==> config.mk <==
export PLATFORM = sky130hd
export DESIGN_NAME = double_ended_char_queue_top_flat
export DESIGN_NICKNAME = d
export VERILOG_FILES = /design/src/sv/decq_pkg.sv /design/src/sv/decq_in_if.sv /design/src/sv/decq_out_if.sv /design/src/sv/decq_ctrl.sv /design/src/sv/decq_dp.sv /design/src/sv/double_ended_char_queue_top.sv /design/src/flat_wrapper.sv
export SDC_FILE = /design/constraint.sdc
export NUM_CORES = 1
export LEC_CHECK = 0
export BUFFER_PORTS_ARGS = -buffer_cell sky130_fd_sc_hd__clkbuf_2
export CAP_MARGIN = 40
export CELL_PAD_IN_SITES_DETAIL_PLACEMENT = 1
export CELL_PAD_IN_SITES_GLOBAL_PLACEMENT = 1
export CORE_MARGIN = 2
export CORE_UTILIZATION = 53
export CTS_CLUSTER_DIAMETER = 80
export DETAILED_ROUTE_END_ITERATION = 16
export GPL_TIMING_DRIVEN = 1
export PLACE_DENSITY = 0.88
export SKIP_CTS_REPAIR_TIMING = 1
export SLEW_MARGIN = 20
export SYNTH_ARGS = -nofsm -noshare
export SYNTH_HDL_FRONTEND = slang
export SYNTH_HIERARCHICAL = 1
export SYNTH_SLANG_ARGS = --single-unit
export TNS_END_PERCENT = 10
==> constraint.sdc <==
create_clock -name clk_i -period 5.68 [get_ports clk_i]
set_clock_uncertainty 0.15 [all_clocks]
set_input_delay 0.568 -clock clk_i [delete_from_list [all_inputs] [get_ports clk_i]]
set_output_delay 0.568 -clock clk_i [all_outputs]
set_load 0.01 [all_outputs]
==> src/sv/decq_pkg.sv <==
// Shared constants, codes and controller/datapath types for the byte deque.
`default_nettype none

package decq_pkg;

  localparam int unsigned DEPTH_DEFAULT = 16;

  localparam int unsigned CMD_W  = 3;
  localparam int unsigned DATA_W = 8;
  localparam int unsigned STS_W  = 2;

  // Command codes
  localparam logic [CMD_W-1:0] CMD_PUSH_FRONT = 3'd0;
  localparam logic [CMD_W-1:0] CMD_PUSH_BACK  = 3'd1;
  localparam logic [CMD_W-1:0] CMD_POP_FRONT  = 3'd2;
  localparam logic [CMD_W-1:0] CMD_POP_BACK   = 3'd3;
  localparam logic [CMD_W-1:0] CMD_DUMP       = 3'd4;

  // Result status codes
  localparam logic [STS_W-1:0] ST_OK    = 2'd0;
  localparam logic [STS_W-1:0] ST_EMPTY = 2'd1;
  localparam logic [STS_W-1:0] ST_FULL  = 2'd2;

  // Ring offset from the front index
  typedef enum logic [2:0] {
    OFF_ZERO,    // front element
    OFF_BEFORE,  // slot ahead of the front (push front)
    OFF_TAIL,    // first free slot behind the back (push back)
    OFF_LAST,    // back element
    OFF_WALK     // dump walk position
  } off_sel_e;

  typedef struct packed {
    logic              latch;
    logic              mem_wr;
    logic              mem_rd;
    off_sel_e          off_sel;
    logic              front_inc;
    logic              front_dec;
    logic              count_inc;
    logic              count_dec;
    logic              walk_clr;
    logic              walk_inc;
    logic              out_load;
    logic [STS_W-1:0]  out_status;
    logic              out_use_rd;
    logic              out_last;
  } dp_cmd_t;

  typedef struct packed {
    logic [CMD_W-1:0] cmd;
    logic             full;
    logic             empty;
    logic             walk_last;
    logic             out_free;
  } dp_sts_t;

endpackage

`default_nettype wire

==> src/sv/decq_in_if.sv <==
// Input channel: command and byte with valid/ready.
`default_nettype none

interface decq_in_if;
  logic                          valid;
  logic                          ready;
  logic [decq_pkg::CMD_W-1:0]    cmd;
  logic [decq_pkg::DATA_W-1:0]   data_in;

  modport source (output valid, output cmd, output data_in, input ready);
  modport sink   (input valid, input cmd, input data_in, output ready);
endinterface

`default_nettype wire

==> src/sv/decq_out_if.sv <==
// Output channel: status, byte and last flag with valid/ready.
`default_nettype none

interface decq_out_if;
  logic                          valid;
  logic                          ready;
  logic [decq_pkg::STS_W-1:0]    status;
  logic [decq_pkg::DATA_W-1:0]   data_out;
  logic                          last;

  modport source (output valid, output status, output data_out, output last, input ready);
  modport sink   (input valid, input status, input data_out, input last, output ready);
endinterface

`default_nettype wire

==> src/sv/decq_ctrl.sv <==
// Controller state machine sequencing push, pop and dump.
`default_nettype none

module decq_ctrl (
  input  logic              clk_i,
  input  logic              rst_ni,
  input  logic              in_valid_i,
  output logic              in_ready_o,
  input  decq_pkg::dp_sts_t sts_i,
  output decq_pkg::dp_cmd_t cmd_o
);

  localparam logic [1:0] S_IDLE = 2'd0;
  localparam logic [1:0] S_EXEC = 2'd1;
  localparam logic [1:0] S_POP  = 2'd2;
  localparam logic [1:0] S_DUMP = 2'd3;

  logic [1:0] state_q, state_d;

  always_ff @(posedge clk_i or negedge rst_ni) begin
    if (!rst_ni) begin
      state_q <= S_IDLE;
    end else begin
      state_q <= state_d;
    end
  end

  always_comb begin
    state_d    = state_q;
    in_ready_o = 1'b0;
    cmd_o      = '0;
    cmd_o.off_sel = decq_pkg::OFF_ZERO;

    unique case (state_q)
      S_IDLE: begin
        in_ready_o = 1'b1;
        if (in_valid_i) begin
          cmd_o.latch = 1'b1;
          state_d     = S_EXEC;
        end
      end

      S_EXEC: begin
        case (sts_i.cmd) inside
          decq_pkg::CMD_PUSH_FRONT, decq_pkg::CMD_PUSH_BACK: begin
            if (sts_i.out_free) begin
              cmd_o.out_load = 1'b1;
              cmd_o.out_last = 1'b1;
              if (sts_i.full) begin
                cmd_o.out_status = decq_pkg::ST_FULL;
              end else begin
                cmd_o.out_status = decq_pkg::ST_OK;
                cmd_o.mem_wr     = 1'b1;
                cmd_o.count_inc  = 1'b1;
                if (sts_i.cmd == decq_pkg::CMD_PUSH_FRONT) begin
                  cmd_o.off_sel   = decq_pkg::OFF_BEFORE;
                  cmd_o.front_dec = 1'b1;
                end else begin
                  cmd_o.off_sel = decq_pkg::OFF_TAIL;
                end
              end
              state_d = S_IDLE;
            end
          end

          decq_pkg::CMD_POP_FRONT, decq_pkg::CMD_POP_BACK: begin
            if (sts_i.empty) begin
              if (sts_i.out_free) begin
                cmd_o.out_load   = 1'b1;
                cmd_o.out_status = decq_pkg::ST_EMPTY;
                cmd_o.out_last   = 1'b1;
                state_d          = S_IDLE;
              end
            end else begin
              cmd_o.mem_rd    = 1'b1;
              cmd_o.count_dec = 1'b1;
              if (sts_i.cmd == decq_pkg::CMD_POP_FRONT) begin
                cmd_o.off_sel   = decq_pkg::OFF_ZERO;
                cmd_o.front_inc = 1'b1;
              end else begin
                cmd_o.off_sel = decq_pkg::OFF_LAST;
              end
              state_d = S_POP;
            end
          end

          decq_pkg::CMD_DUMP: begin
            if (sts_i.empty) begin
              if (sts_i.out_free) begin
                cmd_o.out_load   = 1'b1;
                cmd_o.out_status = decq_pkg::ST_EMPTY;
                cmd_o.out_last   = 1'b1;
                state_d          = S_IDLE;
              end
            end else begin
              cmd_o.mem_rd   = 1'b1;
              cmd_o.off_sel  = decq_pkg::OFF_ZERO;
              cmd_o.walk_clr = 1'b1;
              state_d        = S_DUMP;
            end
          end

          default: begin
            // unused code: dropped without a result
            state_d = S_IDLE;
          end
        endcase
      end

      S_POP: begin
        if (sts_i.out_free) begin
          cmd_o.out_load   = 1'b1;
          cmd_o.out_status = decq_pkg::ST_OK;
          cmd_o.out_use_rd = 1'b1;
          cmd_o.out_last   = 1'b1;
          state_d          = S_IDLE;
        end
      end

      S_DUMP: begin
        if (sts_i.out_free) begin
          cmd_o.out_load   = 1'b1;
          cmd_o.out_status = decq_pkg::ST_OK;
          cmd_o.out_use_rd = 1'b1;
          cmd_o.out_last   = sts_i.walk_last;
          if (sts_i.walk_last) begin
            state_d = S_IDLE;
          end else begin
            cmd_o.mem_rd   = 1'b1;
            cmd_o.off_sel  = decq_pkg::OFF_WALK;
            cmd_o.walk_inc = 1'b1;
          end
        end
      end

      default: begin
        state_d = S_IDLE;
      end
    endcase
  end

endmodule

`default_nettype wire

==> src/sv/decq_dp.sv <==
// Datapath: ring store, front index, count, walk counter and output register.
`default_nettype none

module decq_dp #(
  parameter int unsigned DEPTH = decq_pkg::DEPTH_DEFAULT
) (
  input  logic                         clk_i,
  input  logic                         rst_ni,
  input  decq_pkg::dp_cmd_t            cmd_i,
  output decq_pkg::dp_sts_t            sts_o,
  input  logic [decq_pkg::CMD_W-1:0]   in_cmd_i,
  input  logic [decq_pkg::DATA_W-1:0]  in_data_i,
  input  logic                         out_ready_i,
  output logic                         out_valid_o,
  output logic [decq_pkg::STS_W-1:0]   out_status_o,
  output logic [decq_pkg::DATA_W-1:0]  out_data_o,
  output logic                         out_last_o
);

  localparam int unsigned AW = $clog2(DEPTH);
  localparam int unsigned CW = $clog2(DEPTH + 1);

  logic [decq_pkg::CMD_W-1:0]  cmd_q;
  logic [decq_pkg::DATA_W-1:0] byte_q;
  logic [AW-1:0]               front_q;
  logic [CW-1:0]               count_q;
  logic [CW-1:0]               walk_q;
  logic [decq_pkg::DATA_W-1:0] mem_q [DEPTH];
  logic [decq_pkg::DATA_W-1:0] rd_data_q;
  logic                        out_valid_q;
  logic [decq_pkg::STS_W-1:0]  out_status_q;
  logic [decq_pkg::DATA_W-1:0] out_data_q;
  logic                        out_last_q;

  logic [CW-1:0] count_m1;
  logic [AW-1:0] offset;
  logic [AW:0]   sum;
  logic [AW-1:0] addr;
  logic [AW-1:0] front_d;

  assign count_m1 = count_q - CW'(1);

  always_comb begin
    unique case (cmd_i.off_sel)
      decq_pkg::OFF_ZERO:   offset = '0;
      decq_pkg::OFF_BEFORE: offset = AW'(DEPTH - 1);
      decq_pkg::OFF_TAIL:   offset = count_q[AW-1:0];
      decq_pkg::OFF_LAST:   offset = count_m1[AW-1:0];
      decq_pkg::OFF_WALK:   offset = walk_q[AW-1:0];
      default:              offset = '0;
    endcase
  end

  // front + offset modulo DEPTH; both terms below DEPTH
  assign sum  = {1'b0, front_q} + {1'b0, offset};
  assign addr = (sum >= (AW+1)'(DEPTH)) ? AW'(sum - (AW+1)'(DEPTH)) : sum[AW-1:0];

  always_comb begin
    front_d = front_q;
    if (cmd_i.front_dec) begin
      front_d = (front_q == '0) ? AW'(DEPTH - 1) : front_q - AW'(1);
    end else if (cmd_i.front_inc) begin
      front_d = (front_q == AW'(DEPTH - 1)) ? '0 : front_q + AW'(1);
    end
  end

  always_ff @(posedge clk_i or negedge rst_ni) begin
    if (!rst_ni) begin
      front_q     <= '0;
      count_q     <= '0;
      walk_q      <= '0;
      out_valid_q <= 1'b0;
    end else begin
      front_q <= front_d;
      if (cmd_i.count_inc) begin
        count_q <= count_q + CW'(1);
      end else if (cmd_i.count_dec) begin
        count_q <= count_m1;
      end
      if (cmd_i.walk_clr) begin
        walk_q <= CW'(1);
      end else if (cmd_i.walk_inc) begin
        walk_q <= walk_q + CW'(1);
      end
      if (cmd_i.out_load) begin
        out_valid_q <= 1'b1;
      end else if (out_ready_i) begin
        out_valid_q <= 1'b0;
      end
    end
  end

  // payload registers
  always_ff @(posedge clk_i) begin
    if (cmd_i.latch) begin
      cmd_q  <= in_cmd_i;
      byte_q <= in_data_i;
    end
    if (cmd_i.out_load) begin
      out_status_q <= cmd_i.out_status;
      out_data_q   <= cmd_i.out_use_rd ? rd_data_q : '0;
      out_last_q   <= cmd_i.out_last;
    end
  end

  // ring store, registered read
  always_ff @(posedge clk_i) begin
    if (cmd_i.mem_wr) begin
      mem_q[addr] <= byte_q;
    end
    if (cmd_i.mem_rd) begin
      rd_data_q <= mem_q[addr];
    end
  end

  assign sts_o.cmd       = cmd_q;
  assign sts_o.full      = (count_q == CW'(DEPTH));
  assign sts_o.empty     = (count_q == '0);
  assign sts_o.walk_last = (walk_q == count_q);
  assign sts_o.out_free  = !out_valid_q || out_ready_i;

  assign out_valid_o  = out_valid_q;
  assign out_status_o = out_status_q;
  assign out_data_o   = out_data_q;
  assign out_last_o   = out_last_q;

endmodule

`default_nettype wire

==> src/sv/double_ended_char_queue_top.sv <==
// Top level of the double-ended byte queue held in a ring store.
// Push: the item is written, or refused when full, as its result beat is loaded.
//   Pop: accept, a registered memory read, then the result beat. Dump reads each element
//   in turn through that read. One item is taken at a time, until its final beat is loaded;
//   the dump walks one element a cycle via the single read port unless the output stalls.
// Reset: asynchronous, active low; empties the queue and front index, drops any
//   pending output beat. Store contents are not cleared and need no sweep.
`default_nettype none

module double_ended_char_queue_top #(
  parameter int unsigned DEPTH = decq_pkg::DEPTH_DEFAULT
) (
  input  logic       clk_i,
  input  logic       rst_ni,
  decq_in_if.sink    in_i,
  decq_out_if.source out_o
);

  // command and status between controller and datapath
  decq_pkg::dp_cmd_t dp_cmd;
  decq_pkg::dp_sts_t dp_sts;

  // Controller: takes one input beat at a time, then sequences the
  // memory access and result beats for that item.
  decq_ctrl u_ctrl (
    .clk_i      (clk_i),
    .rst_ni     (rst_ni),
    .in_valid_i (in_i.valid),
    .in_ready_o (in_i.ready),
    .sts_i      (dp_sts),
    .cmd_o      (dp_cmd)
  );

  // Datapath: ring store, pointers, and the output register that lets
  // a finished result wait while the next beat is taken in.
  decq_dp #(
    .DEPTH (DEPTH)
  ) u_dp (
    .clk_i        (clk_i),
    .rst_ni       (rst_ni),
    .cmd_i        (dp_cmd),
    .sts_o        (dp_sts),
    .in_cmd_i     (in_i.cmd),
    .in_data_i    (in_i.data_in),
    .out_ready_i  (out_o.ready),
    .out_valid_o  (out_o.valid),
    .out_status_o (out_o.status),
    .out_data_o   (out_o.data_out),
    .out_last_o   (out_o.last)
  );

endmodule

`default_nettype wire
==> src/flat_wrapper.sv <==
// flat-port wrapper written by rule: the top's interface ports become plain ports
module double_ended_char_queue_top_flat 
#(
  parameter int unsigned DEPTH = decq_pkg::DEPTH_DEFAULT
)
  (clk_i, rst_ni, in_i_valid, in_i_cmd, in_i_data_in, in_i_ready, out_o_valid, out_o_status, out_o_data_out, out_o_last, out_o_ready);
  decq_in_if in_i_i ();
  decq_out_if out_o_i ();
  input  logic clk_i;
  input  logic rst_ni;
  input wire logic [$bits(in_i_i.valid)-1:0] in_i_valid;
  input wire logic [$bits(in_i_i.cmd)-1:0] in_i_cmd;
  input wire logic [$bits(in_i_i.data_in)-1:0] in_i_data_in;
  output wire logic [$bits(in_i_i.ready)-1:0] in_i_ready;
  output wire logic [$bits(out_o_i.valid)-1:0] out_o_valid;
  output wire logic [$bits(out_o_i.status)-1:0] out_o_status;
  output wire logic [$bits(out_o_i.data_out)-1:0] out_o_data_out;
  output wire logic [$bits(out_o_i.last)-1:0] out_o_last;
  input wire logic [$bits(out_o_i.ready)-1:0] out_o_ready;
  assign in_i_i.valid = in_i_valid;
  assign in_i_i.cmd = in_i_cmd;
  assign in_i_i.data_in = in_i_data_in;
  assign in_i_ready = in_i_i.ready;
  assign out_o_valid = out_o_i.valid;
  assign out_o_status = out_o_i.status;
  assign out_o_data_out = out_o_i.data_out;
  assign out_o_last = out_o_i.last;
  assign out_o_i.ready = out_o_ready;
  double_ended_char_queue_top #(.DEPTH(DEPTH)) u_core (.clk_i(clk_i), .rst_ni(rst_ni), .in_i(in_i_i), .out_o(out_o_i));
endmodule
==> out/summary.txt, run 1 <==
=================================================================================
Per-instance average area after synthesis                                17.3 um2
Number of synthesized flops with an enable pin                                158
CTS H-Tree Depth                                                                4
Die area                                                                15200 um2
Register-to-register setup slack                                           530 ps
Fin Hold WS                                                                155 ps
Max Cap Viol                                                                    0
Class of the worst hold path                                               in2reg
Die Y-Extent                                                               123 um
Detail-routed via count per cell                                             6.04
Largest fanout of any net on the critical path                                  9
Final standard cell area without fillers                                 8600 um2
Relative slew margins                                                       0.469
Post-route insts no fill                                                      685
Critical Setup Path Class                                                 reg2reg
Clock latency at the later pin of the worst-skew pair                      430 ps
Antenna violations before repair                                                0
Max-slew violation count                                                        0
P&R area growth vs syn                                                      13.9%
Net count after synthesis                                                     462
Slack of the critical path                                                 534 ps
Placed Instance Area                                                     8000 um2
Clock Root Buffer                                                       clkbuf_16
Leading post-synthesis cells by instance count                       158 x edfxtp_1, 32 x mux4_2, 25 x mux2i_1, 21 x nor3_1, 17 x dfrtp_1
PortBufs                                                                       27
1st-iter DRT viols                                                            362
Unrepaired setup endpoints after global routing                                no
Leakage                                                                   2.98 nW
Worst setup slack after placement                                          323 ps
Maximum vdd drop                                                         0.364 mV
Die width                                                                  123 um
Period utilization                                                          0.906
CTS tree                                                                    built
CTS Buf Count                                                                  17
Post-DP HPWL                                                              11.2 mm
Mean routed wirelength per cell                                           24.7 um
Number of cells traversed by the worst hold path                                1
Initial cell density of the core                                            0.544
I/O pin total                                                                  28
Final nets                                                                    518
Count of synthesis-stage warnings from yosys                                    6
Post-detailed-route count of antenna-violating nets                             0
Portion of synthesized cell area occupied by the leading cell type          0.628
First-pass detailed-route iteration total                                       5
Final Util                                                                  0.619
Logic depth of the worst register-to-register path                             16
Critical Path Source Type                                                    flop
Final Routed Wirelength                                                   16.9 mm
Pin count of the biggest net entering global routing                           25
Post-synth design cell area                                              7550 um2
Share of post-route cells with drive strength above 1                       0.265
Number of global-route vias before repair                                    4389
Power after layout                                                        5.08 mW
Total vias in the final route                                                4136
Critical path arrival                                                     5120 ps
Sequential share of the synthesized area                                    0.685
Power density cells                                                    591 nW/um2
Cell taking the most area after synthesis                                edfxtp_1
Diode insertion count for antenna repair                                        0
Number of standard cells after synthesis                                      436
Actual transition at the worst max-transition pin                          791 ps
Wire length of the first global-routing pass                              25.9 mm
Routability congestion estimate                                             0.860
Outcome                                                                 completed
Count of clock tree sinks                                                     175
Cell with the most instances after synthesis                             edfxtp_1
Clock-pin slew on the worst setup and hold paths                            70 ps
Setup TNS                                                                    0 ps
Top FF cell, synth                                                       edfxtp_1
Rows                                                                           43
Number of synthesized register bits                                           175
Share of synthesized flip-flops with an asynchronous set or reset          0.0971
Hold Vio Cnt, Final                                                             0
Req. time, crit path                                                      5650 ps
Main area contributors after synthesis                               edfxtp_1 63%, mux4_2 9.5%, dfrtp_1 5.6%
Global-route congestion overflow total                                          0
Final Critical Period                                                     5150 ps
Count of endpoints failing setup in the final report                            0
Core area                                                               13900 um2
Number of unique standard cell types used by synthesis                         54
Global-route usage over all layers                                          0.242
Category of the worst setup path capture point                               flop
Cell total after placement                                                    651
Achievable Freq                                                           194 MHz
DRC errors left                                                                 0
Maximum clock path buffer count                                                 2
=================================================================================
metal layers:
metal	vias to the layer above	part of all wire	track usage
met5	-	0	0
met4	0	0.035	0.108
met3	38	0.049	0.0595
met2	137	0.52	0.405
met1	2134	0.40	0.300
li1	1827	-	-
final timing paths:
check | startpoint | to
worst max-delay path | u_core/u_dp/count_q[0] | u_core/u_dp/mem_q[4][5]
worst min-delay path | in_i_data_in[1] | u_core/u_dp/byte_q[1]
min in group asynchronous | rst_ni | u_core/u_ctrl/state_q[1]
worst max register to register | u_core/u_dp/count_q[0] | u_core/u_dp/mem_q[4][5]
max in group asynchronous | rst_ni | u_core/u_dp/count_q[1]
worst min register to register | u_core/u_dp/rd_data_q[3] | u_core/u_dp/out_data_o[3]
placed cells by master, fill, tap and decap left out, drive strengths merged, types with 4 or more instances in the layout:
master	netlist	layout
a21oi	8	8
buf	15	29
nand2b	9	9
nor3b	5	5
mux2i	25	25
clkinv	0	5
nand3	5	5
nand3b	5	5
nor2	12	12
nor3	23	23
ha	10	10
dfrtp	17	17
o21ai	12	12
mux4	32	32
nor2b	8	8
and2	10	10
o31ai	4	4
o311ai	4	4
xnor2	11	11
clkbuf	5	44
inv	10	18
edfxtp	158	158
nand2	14	14
xor2	9	9
cells by family after synthesis:
kind of cell    share of synthesized area
compound gates                     0.0411
xor+xnor                           0.0257
fa+ha+maj                          0.0192
buf+inv                            0.0215
flops                               0.685
mux                                 0.129
simple gates                       0.0792
flip-flops by register name (all words and copies together), names as in the netlist, 3 cells and up:
register,flops
u_core/u_dp/count_q,5
u_core/u_dp/mem_q,128
u_core/u_dp/cmd_q,3
u_core/u_dp/byte_q,8
u_core/u_dp/rd_data_q,8
u_core/u_dp/front_q,4
u_core/u_dp/out_data_o,8
u_core/u_dp/walk_q,5
report_power, final:
group	switching [mW]	internal (mW)	total [mW]
clock	0.522	0.617	1.14
sequential	0.209	1.67	1.88
combinational	1.16	0.903	2.06
worst max-delay path, cell delays in order (launching register included):
cell and delay [ps]:
dfrtp_1 570, inv_1 140, ha_1 230, nor4bb_1 170, nor2b_1 260, nand2b_1 140
a2111oi_4 490, nor2b_1 280, a22oi_1 120, o21ai_0 390, ha_1 320, a21o_1 170
a21oi_1 210, xnor2_1 290, xor2_4 230, nor3_1 420, buf_2 280
layout make-up:
type	count	area, um2
fillers	1258	5280
flip-flops and latches	175	5170
multi-input cells	231	2250
clock buffers	17	425
repair buffers	57	348
well taps	180	225
clock inverters	15	146
inverters	10	37.5
No activity file was read; power rests on OpenSTA's default activity.
==> inputs of run 2 (changes only) <==
--- a/config.mk
+++ b/config.mk
@@ -5,14 +5,14 @@
 export SDC_FILE = /design/constraint.sdc
 export NUM_CORES = 1
 export LEC_CHECK = 0
-export BUFFER_PORTS_ARGS = -buffer_cell sky130_fd_sc_hd__clkbuf_2
 export CAP_MARGIN = 40
 export CELL_PAD_IN_SITES_DETAIL_PLACEMENT = 1
 export CELL_PAD_IN_SITES_GLOBAL_PLACEMENT = 1
 export CORE_MARGIN = 2
-export CORE_UTILIZATION = 53
+export CORE_UTILIZATION = 55
 export CTS_CLUSTER_DIAMETER = 80
 export DETAILED_ROUTE_END_ITERATION = 16
+export DONT_BUFFER_PORTS = 1
 export GPL_TIMING_DRIVEN = 1
 export PLACE_DENSITY = 0.88
 export SKIP_CTS_REPAIR_TIMING = 1
==> run 2 against run 1 <==
Against the previous run: clock-buffer cell count is 1 higher; fmax is 1.1% lower; worst setup slack worse by 58 ps; combinational power is 5% lower; critical path type unchanged; largest cell class unchanged.
==> out/summary.txt, run 2 (same netlist as run 1, synthesis figures left out) <==
======================================================================
Outcome                                                      completed   unchanged
PortBufs                                                             0   was 27
Die area                                                     14700 um2   was 15200 um2
Global-route usage over all layers                               0.248   was 0.242
Count of clock tree sinks                                          175   unchanged
Critical path arrival                                          5180 ps   was 5120 ps
Launching element of the worst setup path                 u_core/u_dp/count_q[0]   unchanged
Core area                                                    13300 um2   was 13900 um2
Antenna violations before repair                                     1   was 0
Fillers                                                           1170   was 1258
CTS H-Tree Depth                                                     4   unchanged
Share of post-route cells with drive strength above 1            0.219   was 0.265
Post-detailed-route count of antenna-violating nets                  0   unchanged
Category of the worst setup path capture point                    flop   unchanged
Largest fanout of any net on the critical path                       8   was 9
Rows                                                                42   was 43
Period utilization                                               0.916   was 0.906
First-pass detailed-route iteration total                            5   unchanged
Relative slew margins                                            0.445   was 0.469
Maximum clock path buffer count                                      2   unchanged
Wire length of the first global-routing pass                   25.9 mm   unchanged
Clock-pin slew on the worst setup and hold paths                 70 ps   about the same
Final Routed Wirelength                                        16.5 mm   was 16.9 mm
Max-slew violation count                                             0   unchanged
Max FFs per register                                               128   unchanged
Unrepaired setup endpoints after global routing                     no   unchanged
Worst hold start                                          in_i_data_in[7]   was in_i_data_in[1]
Final nets                                                         488   was 518
Launch instance of the worst register-to-register path    u_core/u_dp/count_q[0]   unchanged
Critical Setup Path Class                                      reg2reg   unchanged
Crit-path slowest cell                                         dfrtp_1   unchanged
Fin Hold WS                                                    81.6 ps   was 155 ps
Total vias in the final route                                     3974   was 4136
Logic depth of the worst register-to-register path                  17   was 16
Largest delay contributor family on the critical path     simple AND/OR/NAND/NOR gates   was compound AO/OA/AOI/OAI gates
Buffers and inverters on the worst path                              3   was 2
Initial cell density of the core                                 0.566   was 0.544
Leading cell type in the layout, fill and taps excluded       edfxtp_1   unchanged
CTS Buf Count                                                       17   unchanged
Max Cap Viol                                                         0   unchanged
Final Critical Period                                          5200 ps   was 5150 ps
Detail-routed via count per cell                                  6.10   was 6.04
DRC errors left                                                      0   unchanged
Commonest cells after routing, fill and taps aside        158 x edfxtp_1, 32 x mux4_2, 25 x mux2i_1   was 158 x edfxtp_1, 32 x mux4_2, 27 x clkbuf_2
Global-route congestion overflow total                               0   unchanged
Leakage                                                        2.84 nW   was 2.98 nW
Pin count of the biggest net entering global routing                24   was 25
Clock latency at the later pin of the worst-skew pair           430 ps   about the same
1st-iter DRT viols                                                 347   was 362
Die Y-Extent                                                    121 um   was 123 um
Register-to-register setup slack                                480 ps   was 530 ps
Req. time, crit path                                           5660 ps   was 5650 ps
Crit path largest cell delay                                    550 ps   was 570 ps
Clock Root Buffer                                            clkbuf_16   unchanged
Hold Vio Cnt, Final                                                  0   unchanged
Setup TNS                                                         0 ps   unchanged
Number of stages on the worst setup path                            17   was 16
Power density cells                                         590 nW/um2   was 591 nW/um2
Die width                                                       121 um   was 123 um
Class of the worst hold path                                    in2reg   unchanged
Register with the highest flop count                      u_core/u_dp/mem_q   unchanged
Mean routed wirelength per cell                                25.3 um   was 24.7 um
Post-DP HPWL                                                   11.1 mm   was 11.2 mm
Number of global-route vias before repair                         4288   was 4389
Maximum vdd drop                                              0.322 mV   was 0.364 mV
Number of cells traversed by the worst hold path                     0   was 1
CTS tree                                                         built   unchanged
Routability congestion estimate                                  0.916   was 0.860
Achievable Freq                                                192 MHz   was 194 MHz
Cells along the critical path                             inv_1 > ha_1 > nor4b_1 > buf_1 > nand2b_2 > a2bb2oi_1 > nor3_1 > nor2b_1 > o21a_1 > a21oi_1 > o21ai_0 > ha_1 > a21oi_1 > xnor2_1 > xnor2_1 > nor3_1 > buf_4   was inv_1 > ha_1 > nor4bb_1 > nor2b_1 > nand2b_1 > a2111oi_4 > nor2b_1 > a22oi_1 > o21ai_0 > ha_1 > a21o_1 > a21oi_1 > xnor2_1 > xor2_4 > nor3_1 > buf_2
Hold-critical path endpoint                               u_core/u_dp/byte_q[7]   was u_core/u_dp/byte_q[1]
I/O pin total                                                       28   unchanged
Critical Path Source Type                                         flop   unchanged
P&R area growth vs syn                                           11.9%   was 13.9%
Worst r2r dst                                             u_core/u_dp/mem_q[13][4]   was u_core/u_dp/mem_q[4][5]
Count of endpoints failing setup in the final report                 0   unchanged
Actual transition at the worst max-transition pin               827 ps   was 791 ps
======================================================================
run 2: cell types whose count changed in the layout (fill, tap and decap cells not counted), sizes merged:
cell / previous run / this run
buf: 29 / 26
clkinvlp: 1 / 2
diode: 0 / 1
clkbuf: 44 / 18
inv: 18 / 16
run 2: power by group:
group	switching (mW)	internal, mW	leakage, nW	total, mW
Sequential	0.228	1.67	1.64	1.90
Combinational	1.09	0.866	0.919	1.95
Clock	0.514	0.620	0.280	1.13
run 2: worst max path at each step:
stage,slack (ps),endpoint
floorplan,530,u_core/u_dp/mem_q[0][0]
global route,20,u_core/u_dp/mem_q[15][1]
finish,480,u_core/u_dp/mem_q[13][4]
detailed placement,520,u_core/u_dp/mem_q[13][4]
global placement,760,u_core/u_dp/mem_q[4][5]
CTS,360,u_core/u_dp/mem_q[13][1]
run 2: metal layers:
layer	vias to the layer above	GRT usage	wire [um]
met3	20	0.0578	791
li1	1765	-	-
met2	123	0.423	8790
met4	0	0.0833	324
met1	2066	0.314	6610
met5	-	0	0
run 2: through the flow:
step	total power, mW	cell area [um2]	cells	utilization	setup WS [ps]
2_1_floorplan	3.34	7550	436	-	533
3_3_place_gp	3.74	7830	614	0.586	757
3_5_place_dp	3.85	7850	618	0.588	517
4_1_cts	5.01	8430	650	0.631	364
5_1_grt	5.24	8450	652	0.633	18.4
6_report	4.99	8450	652	0.633	477
run 2: cell type report:
cell class	instances	area, um2	share of cell area
sequential	175	5170	0.612
multi-input combinational	231	2250	0.266
clock buffer	18	429	0.0508
tap	176	220	0.0261
timing repair buffer	27	196	0.0232
clock inverter	14	149	0.0176
inverter	10	37.5	0.00444
antenna	1	2.50	0.000296
